==> src/mas_pkg.sv <==
// Shared types and constants for the three-channel moving-average scaler.
// Used by mas_lane, mas_merge and the top level; depends on nothing else.

package mas_pkg;

  // Default generics, handed down from the top level.
  localparam int unsigned WINDOW_DEF      = 8;
  localparam int unsigned SAMPLE_BITS_DEF = 12;

  // Fixed field widths.
  localparam int unsigned NUM_CH  = 3;
  localparam int unsigned AVG_W   = 12;
  localparam int unsigned CFG_W   = 32;
  localparam int unsigned CIDX_W  = 3;

  // Channel order inside the lane arrays.
  localparam int unsigned CH_INLET  = 0;
  localparam int unsigned CH_OUTLET = 1;
  localparam int unsigned CH_FLOW   = 2;

  // Command codes carried by an input word.
  localparam logic CMD_SAMPLE = 1'b0;
  localparam logic CMD_CLEAR  = 1'b1;

  // Calibration register map.
  typedef enum logic [CIDX_W-1:0] {
    REG_INLET_SCALE   = 3'd0,
    REG_INLET_OFFSET  = 3'd1,
    REG_OUTLET_SCALE  = 3'd2,
    REG_OUTLET_OFFSET = 3'd3,
    REG_FLOW_SCALE    = 3'd4,
    REG_FLOW_OFFSET   = 3'd5
  } reg_idx_e;

  localparam logic signed [CFG_W-1:0] SCALE_RST  = 32'sd65536;
  localparam logic signed [CFG_W-1:0] OFFSET_RST = 32'sd0;

  // Strobes from the shared pipeline control to every lane.
  typedef struct packed {
    logic acc;  // a word is accepted: read the oldest slot
    logic wr;   // the accepted word is a sample: write it into the ring
    logic upd;  // the running-sum stage retires its word
    logic clr;  // the retiring word is a clear
    logic sub;  // the ring was full: subtract the oldest sample
    logic ld2;  // load the new sum into the divide stage
    logic ld3;  // load the average into the scale stage
    logic ld4;  // load the calibration product
  } lane_ctrl_t;

endpackage

==> src/mas_lane.sv <==
// One channel lane: sample ring, running sum, divide by WINDOW and gain multiply.
// Depends on mas_pkg for the control struct.

module mas_lane
  import mas_pkg::*;
#(
  parameter int unsigned WINDOW      = WINDOW_DEF,
  parameter int unsigned SAMPLE_BITS = SAMPLE_BITS_DEF,
  localparam int unsigned PTR_W  = $clog2(WINDOW),
  localparam int unsigned PROD_W = SAMPLE_BITS + CFG_W + 1
) (
  input  logic                     clk_i,
  input  logic                     rst_ni,
  input  lane_ctrl_t               ctrl_i,
  input  logic [PTR_W-1:0]         slot_i,
  input  logic [SAMPLE_BITS-1:0]   sample_i,
  input  logic signed [CFG_W-1:0]  scale_i,
  output logic [SAMPLE_BITS-1:0]   avg_o,
  output logic signed [PROD_W-1:0] prod_o
);

  // Sum width and the reciprocal used for the exact floor divide.
  localparam int unsigned SUM_W   = SAMPLE_BITS + $clog2(WINDOW);
  localparam int unsigned DIV_K   = SUM_W + $clog2(WINDOW);
  localparam int unsigned M_W     = SUM_W + 1;
  localparam int unsigned DPROD_W = SUM_W + M_W;
  localparam longint unsigned DIV_ONE = 64'd1 << DIV_K;
  localparam longint unsigned DIV_MF  = (DIV_ONE + WINDOW - 1) / WINDOW;
  localparam logic [M_W-1:0] DIV_M    = DIV_MF[M_W-1:0];

  logic [SAMPLE_BITS-1:0]   mem_q [WINDOW];
  logic [SAMPLE_BITS-1:0]   rd_q;
  logic [SAMPLE_BITS-1:0]   s1_q;
  logic [SUM_W-1:0]         sum_q;
  logic [SUM_W-1:0]         sum_d;
  logic [SUM_W-1:0]         sumr_q;
  logic [DPROD_W-1:0]       dprod;
  logic [SAMPLE_BITS-1:0]   avg_q;
  logic [SAMPLE_BITS-1:0]   avg4_q;
  logic signed [SAMPLE_BITS:0] avg_s;
  logic signed [PROD_W-1:0] prod_d;
  logic signed [PROD_W-1:0] prod_q;

  // Ring memory: read-first, so the oldest sample comes out as the new one goes in.
  always_ff @(posedge clk_i) begin
    if (ctrl_i.acc) begin
      rd_q <= mem_q[slot_i];
      s1_q <= sample_i;
      if (ctrl_i.wr) begin
        mem_q[slot_i] <= sample_i;
      end
    end
  end

  // Running sum: add the new sample, drop the oldest once the ring is full.
  always_comb begin
    if (ctrl_i.clr) begin
      sum_d = '0;
    end else begin
      sum_d = sum_q - (ctrl_i.sub ? SUM_W'(rd_q) : '0) + SUM_W'(s1_q);
    end
  end

  always_ff @(posedge clk_i or negedge rst_ni) begin
    if (!rst_ni) begin
      sum_q <= '0;
    end else if (ctrl_i.upd) begin
      sum_q <= sum_d;
    end
  end

  // Floor divide by WINDOW as a multiply by the rounded-up reciprocal.
  assign dprod = DPROD_W'(sumr_q) * DPROD_W'(DIV_M);

  // Calibration gain: unsigned average times signed Q16.16 scale.
  assign avg_s  = {1'b0, avg_q};
  assign prod_d = avg_s * scale_i;

  // The average travels with its product into the last stage.
  always_ff @(posedge clk_i) begin
    if (ctrl_i.ld2) begin
      sumr_q <= sum_d;
    end
    if (ctrl_i.ld3) begin
      avg_q <= dprod[DIV_K +: SAMPLE_BITS];
    end
    if (ctrl_i.ld4) begin
      prod_q <= prod_d;
      avg4_q <= avg_q;
    end
  end

  assign avg_o  = avg4_q;
  assign prod_o = prod_q;

endmodule

==> src/mas_merge.sv <==
// Output stage: adds the offsets, saturates and holds the result word for all lanes.
// Depends on mas_pkg for channel count and widths.

module mas_merge
  import mas_pkg::*;
#(
  parameter int unsigned SAMPLE_BITS = SAMPLE_BITS_DEF,
  localparam int unsigned PROD_W = SAMPLE_BITS + CFG_W + 1
) (
  input  logic                     clk_i,
  input  logic                     rst_ni,
  input  logic                     ld_i,
  input  logic                     out_stall_i,
  output logic                     rdy_o,
  input  logic [SAMPLE_BITS-1:0]   avg_i    [NUM_CH],
  input  logic signed [PROD_W-1:0] prod_i   [NUM_CH],
  input  logic signed [CFG_W-1:0]  offset_i [NUM_CH],
  output logic                     out_valid_o,
  output logic [AVG_W-1:0]         avg_o    [NUM_CH],
  output logic signed [CFG_W-1:0]  phys_o   [NUM_CH]
);

  localparam int unsigned ACC_W = PROD_W + 1;
  localparam logic signed [ACC_W-1:0] SAT_MAX = {{(ACC_W-CFG_W){1'b0}}, 32'h7FFF_FFFF};
  localparam logic signed [ACC_W-1:0] SAT_MIN = {{(ACC_W-CFG_W){1'b1}}, 32'h8000_0000};

  logic                    out_v_q;
  logic signed [ACC_W-1:0] acc     [NUM_CH];
  logic signed [CFG_W-1:0] phys_d  [NUM_CH];
  logic [AVG_W-1:0]        avg_q   [NUM_CH];
  logic signed [CFG_W-1:0] phys_q  [NUM_CH];

  // The output register takes a new word when it is empty or being drained.
  assign rdy_o = !out_v_q || !out_stall_i;

  // Offset add and saturation to the signed 32-bit range, per lane.
  always_comb begin
    for (int c = 0; c < NUM_CH; c++) begin
      acc[c] = ACC_W'(prod_i[c]) + ACC_W'(offset_i[c]);
      if (acc[c] > SAT_MAX) begin
        phys_d[c] = SAT_MAX[CFG_W-1:0];
      end else if (acc[c] < SAT_MIN) begin
        phys_d[c] = SAT_MIN[CFG_W-1:0];
      end else begin
        phys_d[c] = acc[c][CFG_W-1:0];
      end
    end
  end

  always_ff @(posedge clk_i or negedge rst_ni) begin
    if (!rst_ni) begin
      out_v_q <= 1'b0;
    end else if (rdy_o) begin
      out_v_q <= ld_i;
    end
  end

  always_ff @(posedge clk_i) begin
    if (ld_i) begin
      for (int c = 0; c < NUM_CH; c++) begin
        avg_q[c]  <= AVG_W'(avg_i[c]);
        phys_q[c] <= phys_d[c];
      end
    end
  end

  assign out_valid_o = out_v_q;
  assign avg_o       = avg_q;
  assign phys_o      = phys_q;

endmodule

==> src/three_channel_moving_average_scaler.sv <==
// Three-channel boxcar moving average with a linear Q16.16 calibration per channel.
// One input word carries an inlet, outlet and flow sample; each channel runs in its own
// mas_lane, and mas_merge adds the offsets and holds the result word. The block takes
// one word per clock while the output is not stalled; the single-port ring in each lane is
// read once per word and written once per sample. A word that gives a result passes
// the sum, divide, scale and calibration-product stages and then the output register.
// After reset or a clear word the first WINDOW samples only fill the rings and give no
// result; every later sample gives one. Clear words and filling samples take no space
// past the sum stage, so they retire from it even while a result waits at the output.
// Calibration registers must be written only while the block is idle.
// Depends on mas_pkg, mas_lane and mas_merge.

module three_channel_moving_average_scaler
  import mas_pkg::*;
#(
  parameter int unsigned WINDOW      = WINDOW_DEF,
  parameter int unsigned SAMPLE_BITS = SAMPLE_BITS_DEF
) (
  input  logic                    clk_i,
  input  logic                    rst_ni,
  // Configuration write port
  input  logic                    cfg_we_i,
  input  logic [CIDX_W-1:0]       cfg_index_i,
  input  logic [CFG_W-1:0]        cfg_data_i,
  // Input words
  input  logic                    in_valid_i,
  output logic                    in_stall_o,
  input  logic                    command_i,
  input  logic [SAMPLE_BITS-1:0]  sample_inlet_i,
  input  logic [SAMPLE_BITS-1:0]  sample_outlet_i,
  input  logic [SAMPLE_BITS-1:0]  sample_flow_i,
  // Result words
  output logic                    out_valid_o,
  input  logic                    out_stall_i,
  output logic [AVG_W-1:0]        avg_inlet_o,
  output logic [AVG_W-1:0]        avg_outlet_o,
  output logic [AVG_W-1:0]        avg_flow_o,
  output logic signed [CFG_W-1:0] phys_inlet_o,
  output logic signed [CFG_W-1:0] phys_outlet_o,
  output logic signed [CFG_W-1:0] phys_flow_o
);

  localparam int unsigned PTR_W  = $clog2(WINDOW);
  localparam int unsigned PROD_W = SAMPLE_BITS + CFG_W + 1;
  localparam logic [PTR_W-1:0] SLOT_LAST = PTR_W'(WINDOW - 1);

  logic signed [CFG_W-1:0]  scale_q  [NUM_CH];
  logic signed [CFG_W-1:0]  offset_q [NUM_CH];
  logic [SAMPLE_BITS-1:0]   sample   [NUM_CH];
  logic [SAMPLE_BITS-1:0]   avg      [NUM_CH];
  logic signed [PROD_W-1:0] prod     [NUM_CH];
  logic [AVG_W-1:0]         avg_out  [NUM_CH];
  logic signed [CFG_W-1:0]  phys_out [NUM_CH];

  logic [PTR_W-1:0] slot_q;
  logic             full_q;
  logic             v1_q, clr1_q, res1_q;
  logic             v2_q, v3_q, v4_q;
  logic             acc, is_clr;
  logic             go1, go2, go3, go4;
  logic             rdy1, rdy2, rdy3, rdy4, rdy_out;
  lane_ctrl_t       ctrl;

  // Calibration registers; indexes beyond the map are ignored.
  always_ff @(posedge clk_i or negedge rst_ni) begin
    if (!rst_ni) begin
      for (int c = 0; c < NUM_CH; c++) begin
        scale_q[c]  <= SCALE_RST;
        offset_q[c] <= OFFSET_RST;
      end
    end else if (cfg_we_i) begin
      unique case (cfg_index_i)
        REG_INLET_SCALE:   scale_q[CH_INLET]   <= cfg_data_i;
        REG_INLET_OFFSET:  offset_q[CH_INLET]  <= cfg_data_i;
        REG_OUTLET_SCALE:  scale_q[CH_OUTLET]  <= cfg_data_i;
        REG_OUTLET_OFFSET: offset_q[CH_OUTLET] <= cfg_data_i;
        REG_FLOW_SCALE:    scale_q[CH_FLOW]    <= cfg_data_i;
        REG_FLOW_OFFSET:   offset_q[CH_FLOW]   <= cfg_data_i;
        default: ;
      endcase
    end
  end

  // Ready chain: each stage moves when the one after it is empty or moving.
  assign go4  = v4_q && rdy_out;
  assign rdy4 = !v4_q || rdy_out;
  assign go3  = v3_q && rdy4;
  assign rdy3 = !v3_q || rdy4;
  assign go2  = v2_q && rdy3;
  assign rdy2 = !v2_q || rdy3;
  assign go1  = v1_q && (!res1_q || rdy2);
  assign rdy1 = !v1_q || go1;

  assign in_stall_o = !rdy1;
  assign acc        = in_valid_i && rdy1;
  assign is_clr     = (command_i == CMD_CLEAR);

  // Fill tracking: slot pointer and full flag advance on accepted samples; a clear resets both.
  always_ff @(posedge clk_i or negedge rst_ni) begin
    if (!rst_ni) begin
      slot_q <= '0;
      full_q <= 1'b0;
    end else if (acc) begin
      if (is_clr) begin
        slot_q <= '0;
        full_q <= 1'b0;
      end else if (slot_q == SLOT_LAST) begin
        slot_q <= '0;
        full_q <= 1'b1;
      end else begin
        slot_q <= slot_q + 1'b1;
      end
    end
  end

  // Stage valids; only words that give a result go beyond the sum stage.
  always_ff @(posedge clk_i or negedge rst_ni) begin
    if (!rst_ni) begin
      v1_q   <= 1'b0;
      clr1_q <= 1'b0;
      res1_q <= 1'b0;
      v2_q   <= 1'b0;
      v3_q   <= 1'b0;
      v4_q   <= 1'b0;
    end else begin
      if (rdy1) begin
        v1_q   <= in_valid_i;
        clr1_q <= is_clr;
        res1_q <= full_q && !is_clr;
      end
      if (rdy2) begin
        v2_q <= go1 && res1_q;
      end
      if (rdy3) begin
        v3_q <= go2;
      end
      if (rdy4) begin
        v4_q <= go3;
      end
    end
  end

  always_comb begin
    ctrl     = '0;
    ctrl.acc = acc;
    ctrl.wr  = acc && !is_clr;
    ctrl.upd = go1;
    ctrl.clr = clr1_q;
    ctrl.sub = res1_q;
    ctrl.ld2 = go1 && res1_q;
    ctrl.ld3 = go2;
    ctrl.ld4 = go3;
  end

  assign sample[CH_INLET]  = sample_inlet_i;
  assign sample[CH_OUTLET] = sample_outlet_i;
  assign sample[CH_FLOW]   = sample_flow_i;

  // One lane per channel, all driven by the same strobes.
  for (genvar c = 0; c < NUM_CH; c++) begin : g_lane
    mas_lane #(
      .WINDOW      (WINDOW),
      .SAMPLE_BITS (SAMPLE_BITS)
    ) u_lane (
      .clk_i    (clk_i),
      .rst_ni   (rst_ni),
      .ctrl_i   (ctrl),
      .slot_i   (slot_q),
      .sample_i (sample[c]),
      .scale_i  (scale_q[c]),
      .avg_o    (avg[c]),
      .prod_o   (prod[c])
    );
  end

  // Offset, saturation and the output register.
  mas_merge #(
    .SAMPLE_BITS (SAMPLE_BITS)
  ) u_merge (
    .clk_i       (clk_i),
    .rst_ni      (rst_ni),
    .ld_i        (go4),
    .out_stall_i (out_stall_i),
    .rdy_o       (rdy_out),
    .avg_i       (avg),
    .prod_i      (prod),
    .offset_i    (offset_q),
    .out_valid_o (out_valid_o),
    .avg_o       (avg_out),
    .phys_o      (phys_out)
  );

  assign avg_inlet_o   = avg_out[CH_INLET];
  assign avg_outlet_o  = avg_out[CH_OUTLET];
  assign avg_flow_o    = avg_out[CH_FLOW];
  assign phys_inlet_o  = phys_out[CH_INLET];
  assign phys_outlet_o = phys_out[CH_OUTLET];
  assign phys_flow_o   = phys_out[CH_FLOW];

  // The input is held off only while the sum stage holds a word it cannot retire.
  a_stall_needs_word: assert property (@(posedge clk_i) disable iff (!rst_ni)
    !v1_q |-> !in_stall_o)
    else $error("input stalled with an empty sum stage");

  // A sample that fills the last slot marks the ring full.
  a_fill_done: assert property (@(posedge clk_i) disable iff (!rst_ni)
    (acc && !is_clr && slot_q == SLOT_LAST) |=> full_q)
    else $error("ring not marked full after its last slot was written");

  // An accepted clear word restarts the fill phase.
  a_clear_restarts: assert property (@(posedge clk_i) disable iff (!rst_ni)
    (acc && is_clr) |=> (slot_q == '0 && !full_q))
    else $error("clear word did not restart the fill phase");

  // The full flag drops only because of a clear word.
  a_full_drop: assert property (@(posedge clk_i) disable iff (!rst_ni)
    $fell(full_q) |-> $past(acc && is_clr))
    else $error("ring left the full state without a clear word");

  // A retiring word that owes a result enters the divide stage.
  a_result_kept: assert property (@(posedge clk_i) disable iff (!rst_ni)
    (go1 && res1_q) |=> v2_q)
    else $error("result word lost after the sum stage");

endmodule

==> config.mk <==
export PLATFORM = sky130hd
export DESIGN_NAME = three_channel_moving_average_scaler
export DESIGN_NICKNAME = d
export VERILOG_FILES = /design/src/mas_pkg.sv /design/src/mas_lane.sv /design/src/mas_merge.sv /design/src/three_channel_moving_average_scaler.sv
export SDC_FILE = /design/constraint.sdc
export NUM_CORES = 2
export LEC_CHECK = 0
export BUFFER_PORTS_ARGS = -buffer_cell sky130_fd_sc_hd__clkbuf_2
export CAP_MARGIN = 25
export CORE_UTILIZATION = 40
export CTS_CLUSTER_SIZE = 12
export DETAILED_ROUTE_END_ITERATION = 7
export HOLD_SLACK_MARGIN = 0.12
export PLACE_DENSITY = 0.63
export SLEW_MARGIN = 30
export SYNTH_ARGS = -nofsm -noshare
export SYNTH_HDL_FRONTEND = slang
export SYNTH_SLANG_ARGS = --single-unit
==> constraint.sdc <==
create_clock -name clk_i -period 7.8 [get_ports clk_i]
set_input_delay 1.56 -clock clk_i [delete_from_list [all_inputs] [get_ports clk_i]]
set_output_delay 1.56 -clock clk_i [all_outputs]
set_load 0.02 [all_outputs]
# After elaboration in Yosys (flattened, before gate mapping)

Memories as Yosys holds them, arrays and structs flattened. A register that Yosys moved wholly into a read port is not among the register bits.
Index checks and enable logic that the tools add are counted.

Flip-flop bits (word level): 668
Bits in writable memories: 288
Input port bits: 77
Output and inout port bits: 134
Logic and storage cells: 115
Memories: 3

Memories:

| memory                 | words | bits a word | read ports | clocked after Yosys merged registers in | wr ports | RTL line       | text |
|---|---|---|---|---|---|---|---|
| g_lane[0].u_lane.mem_q | 8     | 12          | 1          | 1                                       | 1        | mas_lane.sv:31 | `logic [SAMPLE_BITS-1:0] mem_q [WINDOW];` |
| g_lane[1].u_lane.mem_q | 8     | 12          | 1          | 1                                       | 1        | mas_lane.sv:31 |  |
| g_lane[2].u_lane.mem_q | 8     | 12          | 1          | 1                                       | 1        | mas_lane.sv:31 |  |

Add/sub/neg operators: 10
Multipliers: 3
$lt $le $gt $ge: 6
Eq/ne operators: 6
Mux-type cells: 16
Reductions and logical operators: 32

Operator list:

| cell                                                                   | number |
|---|---|
| 45-bit by 32-bit adder with 46-bit output                              | 3 |
| 46-bit by 32-bit > comparator with 1-bit output, second input constant | 3 |
| 46-bit by 32-bit < comparator with 1-bit output, second input constant | 3 |
| 13-bit by 32-bit multiplier with 45-bit output                         | 3 |
| 32-bit 2-to-1 mux                                                      | 3 |
| 15-bit by 12-bit adder with 15-bit output                              | 3 |
| 15-bit 2-to-1 mux                                                      | 3 |
| 15-bit subtractor                                                      | 3 |
| 12-bit 2-to-1 mux                                                      | 3 |
| 2-bit AND reduction                                                    | 7 |
| 3-bit equality test, second input constant                             | 3 |
| 1-bit zero test                                                        | 9 |
| 1-bit logical AND                                                      | 8 |
| 3-bit by 2-bit equality test with 1-bit output, second input constant  | 2 |
| 1-bit logical OR                                                       | 6 |
| 3-bit 2-to-1 mux                                                       | 2 |
| 1-bit 2-to-1 mux                                                       | 5 |
| 3-bit by 1-bit adder with 3-bit output, second input constant          | 1 |
| 3-bit by 1-bit equality test with 1-bit output, second input constant  | 1 |
| 3-bit zero test                                                        | 1 |
| 2-bit nonzero test                                                     | 1 |

# Depth between registers and ports, before layout

Word-level depth: 13
Gate-level depth with buffers: 24

# Cells and area by module

A second synthesis with hierarchy kept.

Cells, all modules: 8188
Area total of the unflattened synthesis: 86450.4 µm²

Modules (own cells, without submodules):

| module                              | times used | cells each | area each (µm²) | sequential area each (µm²) |
|---|---|---|---|---|
| mas_lane (g_lane[1].u_lane)         | 1          | 2087       | 21978.6         | 6411.1 |
| mas_lane (g_lane[2].u_lane)         | 1          | 2081       | 21859.7         | 6411.1 |
| mas_lane (g_lane[0].u_lane)         | 1          | 2073       | 21754.6         | 6411.1 |
| mas_merge                           | 1          | 1492       | 12883.6         | 3988.8 |
| three_channel_moving_average_scaler | 1          | 455        | 7973.9          | 5058.6 |

# Worst setup path before layout

No wires, ideal clock.

Path kind: input to register
Start point: in out_stall_i
End point: mem g_lane[0].u_lane.mem_q[0][0] (netlist bit) (enable)
Arrival time: 7.467 ns
Slack: -0.187 ns
Stages: 7
Path buffers: 0
Path through: nand3_1 -> nor2_1 -> nand4_1 -> nand2_1 -> inv_1 -> nand2b_1 -> nor4_1

Cells in the longest elaborated chain, start to end: 13

Ends and longest elaborated chain:

| item                                       | RTL line                                   | text |
|---|---|---|
| start, declared                            | three_channel_moving_average_scaler.sv:34  | `input logic out_stall_i,` |
| 1-bit zero test (*)                        | mas_merge.sv:34                            | `assign rdy_o = !out_v_q \|\| !out_stall_i;` |
| 1-bit logical OR (*)                       | mas_merge.sv:34                            |  |
| 1-bit logical OR (*)                       | three_channel_moving_average_scaler.sv:86  | `assign rdy4 = !v4_q \|\| rdy_out;` |
| 1-bit logical OR (*)                       | three_channel_moving_average_scaler.sv:88  | `assign rdy3 = !v3_q \|\| rdy4;` |
| 1-bit logical OR (*)                       | three_channel_moving_average_scaler.sv:90  | `assign rdy2 = !v2_q \|\| rdy3;` |
| 1-bit logical OR (*)                       | three_channel_moving_average_scaler.sv:91  | `assign go1 = v1_q && (!res1_q \|\| rdy2);` |
| 1-bit logical AND (*)                      | three_channel_moving_average_scaler.sv:91  |  |
| 1-bit logical OR (*)                       | three_channel_moving_average_scaler.sv:92  | `assign rdy1 = !v1_q \|\| go1;` |
| 1-bit logical AND (*)                      | three_channel_moving_average_scaler.sv:95  | `assign acc = in_valid_i && rdy1;` |
| named net acc                              | three_channel_moving_average_scaler.sv:59  | `logic acc, is_clr;` |
| 1-bit logical AND                          | three_channel_moving_average_scaler.sv:146 | `ctrl.wr = acc && !is_clr;` |
| 1-bit 2-to-1 mux                           | mas_lane.sv:49                             | `if (ctrl_i.wr) begin` |
| 1-bit 2-to-1 mux (*)                       | mas_lane.sv:46                             | `if (ctrl_i.acc) begin` |
| 1-bit 2-to-1 mux (not written as such) (*) | mas_lane.sv:50                             | `mem_q[slot_i] <= sample_i;` |
| end, declared                              | mas_lane.sv:31                             |  |

Mark *: on every way through the listed nets, which the timed path passes. The rest lies on a longest branch.

# Worst setup path after layout

Start point: reg g_lane[1].u_lane.avg_q[4]
End point: reg g_lane[1].u_lane.prod_q[44] (data pin)

Cells in the longest elaborated chain, start to end: 1

Ends and longest elaborated chain:

| item                                           | RTL line       | text |
|---|---|---|
| start, declared                                | mas_lane.sv:38 | `logic [SAMPLE_BITS-1:0] avg_q;` |
| start signal, assigned                         | mas_lane.sv:85 | `avg_q <= dprod[DIV_K +: SAMPLE_BITS];` |
| 13-bit by 32-bit multiplier with 45-bit output | mas_lane.sv:77 | `assign prod_d = avg_s * scale_i;` |
| named net g_lane[1].u_lane.prod_d[44]          | mas_lane.sv:41 | `logic signed [PROD_W-1:0] prod_d;` |
| end signal, assigned                           | mas_lane.sv:88 | `prod_q <= prod_d;` |
| end, declared                                  | mas_lane.sv:42 | `logic signed [PROD_W-1:0] prod_q;` |

The timed path passes the listed nets, and every way through them passes these cells.
A chain may end at the register's enable or synchronous reset.

==> results.json <==
{
  "status": "finished clean",
  "wirelength_um": 212000,
  "fp.dieArea_um2": 214000,
  "insertion_delay_ps": 820,
  "maxSlewViolCount": 0,
  "synthTopCellsByArea": "edfxtp_1 26%, fa_1 25%, dfrtp_1 7.2%",
  "yosys.cell_types.count": 98,
  "yosysWarnings": 0,
  "clkSinkCount": 983,
  "grt_pass1_wl_um": 336000,
  "max_slew_margin_pct": 17.3,
  "vias": 56700,
  "grt_setup_unrepaired": "false",
  "hold_buffers": 0,
  "grt_max_degree": 149,
  "fmax_mhz": 137,
  "synth-edff-count": 735,
  "path_max_fanout": 24,
  "hpwl_um": 159000,
  "avgSynthCellArea_um2": 10.6,
  "fin_nets": 9689,
  "rows": 168,
  "required_ps": 8290,
  "seq_area_frac_synth_pct": 33.3,
  "grt_overflow": 0,
  "die_h_um": 463,
  "period_share_pct": 93.7,
  "synth_top_area_share_pct": 26.0,
  "arrival_ps": 7810,
  "cts_root_buffer": "clkbuf_16",
  "cts-resized-gates": 0,
  "port_buffers": 210,
  "fin_cells": 11000,
  "skew_ps": 100,
  "netlist_area_um2": 84900,
  "netlist_instances": 8013,
  "drc_errors": 0,
  "r2r_cells": 21,
  "clockBufferDepth": 3,
  "drv_cap": 0,
  "critical_path_class": "flip-flop to flip-flop",
  "holdPathStages": 0,
  "firstDrtPassIters": 5,
  "coreArea_um2": 210000,
  "cts.reportedPaths.clkPinSlew_ps": 60,
  "wl_per_cell_um": 19.2,
  "setup_violations": 0,
  "synth_fp_nets": 9622,
  "synth-seq-cells": 983,
  "area_growth_pct": 9.35,
  "htreeDepth": 3,
  "first_iter_violations": 3813,
  "numCtsBuffers": 113,
  "end_kind": "flip-flop",
  "die_w_um": 463,
  "crit_path_start_kind": "flip-flop",
  "antenna_found_initial": 26,
  "tns_ps": 0,
  "synth_flop_cell": "edfxtp_1",
  "start_util_pct": 40.4,
  "grt_usage_pct": 19.9,
  "worst_pin_slew_ps": 1240,
  "ant_nets": 0,
  "placed_cells": 10800,
  "hold_class": "flip-flop to flip-flop",
  "routabilityCongestion": 0.881,
  "via_per_inst": 5.15,
  "synth_common_cells": "1,517 x inv_1, 1,053 x fa_1, 817 x nand2_1, 735 x edfxtp_1, 589 x and2_1",
  "finalCriticalPeriod_ps": 7310,
  "yosys.area.top_type": "edfxtp_1",
  "cts_tree": "built",
  "postCtsSetupBuffers": 0,
  "drive_above_1_share_pct": 9.74,
  "async_flop_share_pct": 25.2,
  "pin_count": 211,
  "yosysMostFrequentCell": "inv_1",
  "finalHoldViolations": 0,
  "grt_pass1_vias": 58600
}
[worst max-delay path: stages (launching register included)]
cell and delay, ps:
edfxtp_1 970, nand2_1 200, fa_1 560, fa_1 530, inv_1 60, fa_1 490, fa_1 490, inv_1 50
fa_1 470, inv_1 40, ha_1 310, nand2_1 90, nor3_1 410, o31ai_1 180, a21boi_0 460, o2111ai_1 300
a21oi_1 310, a41o_1 280, a21oi_1 130, nor3_1 210, mux2_2 350, o311ai_0 110
[layout by cell type (no fill, tap or decap), types with 20 or more instances in the layout]
cell / n
and2_1: 587
a21oi_1: 272
clkbuf_16: 118
nand2b_1: 48
o31ai_1: 20
or3_1: 21
nor2_1: 200
dfrtp_1: 244
o21ai_1: 33
o21a_1: 39
mux2_2: 219
and3_1: 29
edfxtp_1: 735
a211oi_1: 29
a22oi_1: 147
nand2_1: 816
fa_1: 1053
o21ai_0: 172
o211ai_1: 30
inv_1: 1516
nand4_1: 68
nor3_1: 50
o21ai_2: 32
o21bai_1: 44
clkbuf_2: 209
xor2_1: 82
buf_4: 76
clkbuf_1: 35
a21o_1: 158
a31oi_1: 32
nand3_1: 62
ha_1: 479
xnor2_1: 188
nor2b_1: 35
[per-layer routing]
layer / global-route usage, % / routed length (µm) / up-vias / share of wire (%)
li1: - / - / 26100 / -
met1: 27.4 / 94600 / 28700 / 45
met2: 31.1 / 95700 / 1530 / 45
met3: 4.10 / 13900 / 335 / 6.5
met4: 7.04 / 7120 / 30 / 3.4
met5: 0 / 195 / - / 0.092
[sequential cells by signal (all words and copies together), names as in the netlist, 3 cells and up]
| register | flops |
|---|---|
| g_lane.u_lane.mem_q | 288 |
| g_lane.u_lane.prod_o | 135 |
| g_lane.u_lane.avg_q | 36 |
| g_lane.u_lane.s1_q | 36 |
| scale_q | 96 |
| offset_q | 96 |
| g_lane.u_lane.sum_q | 45 |
| g_lane.u_lane.rd_q | 36 |
| slot_q | 3 |
| u_merge.avg_o | 36 |
| u_merge.phys_o | 96 |
| g_lane.u_lane.sumr_q | 36 |
| g_lane.u_lane.avg_o | 36 |
[cell families after synthesis]
logic type | after synthesis | share of synthesized area [%]
flops | 983 | 33.3
simple gates | 2027 | 12.0
mux | 222 | 2.94
buf+inv | 1857 | 8.31
fa+ha+maj | 1532 | 31.9
compound gates | 1122 | 8.78
xor+xnor | 270 | 2.79
[layout make-up]
type / instances / area, µm²
tap: 2805 / 3510
inverter: 1517 / 5690
clock inverter: 48 / 571
timing repair buffer: 292 / 1730
sequential: 983 / 28300
multi-input combinational: 5173 / 49700
antenna: 16 / 40.0
clock buffer: 166 / 3260
fill: 19700 / 117000
[metrics by stage]
step	util (%)	setup slack, ps	hold slack, ps	cell area [µm²]
2_1_floorplan	-	791	400	84900
3_3_place_gp	42.3	762	403	88900
3_5_place_dp	42.3	643	405	88900
4_1_cts	44.1	572	420	92700
5_1_grt	44.1	12.5	423	92800
6_report	44.2	488	417	92800
[worst paths after layout]
| check | startpoint | slack [ps] | end |
|---|---|---|---|
| min | g_lane[1].u_lane.sumr_q[5] | 420 | g_lane[1].u_lane.avg_q[2] |
| max | g_lane[1].u_lane.avg_q[4] | 490 | g_lane[1].u_lane.prod_o[44] |
| max in group asynchronous | rst_ni | 5750 | scale_q[31] |
| min in group asynchronous | rst_ni | 670 | offset_q[92] |
| min reg2reg | g_lane[1].u_lane.sumr_q[5] | 420 | g_lane[1].u_lane.avg_q[2] |
| max reg2reg | g_lane[1].u_lane.avg_q[4] | 490 | g_lane[1].u_lane.prod_o[44] |
Power is not shown: default switching activity piles up to over one toggle a cycle in this logic, so the estimate is an artifact.
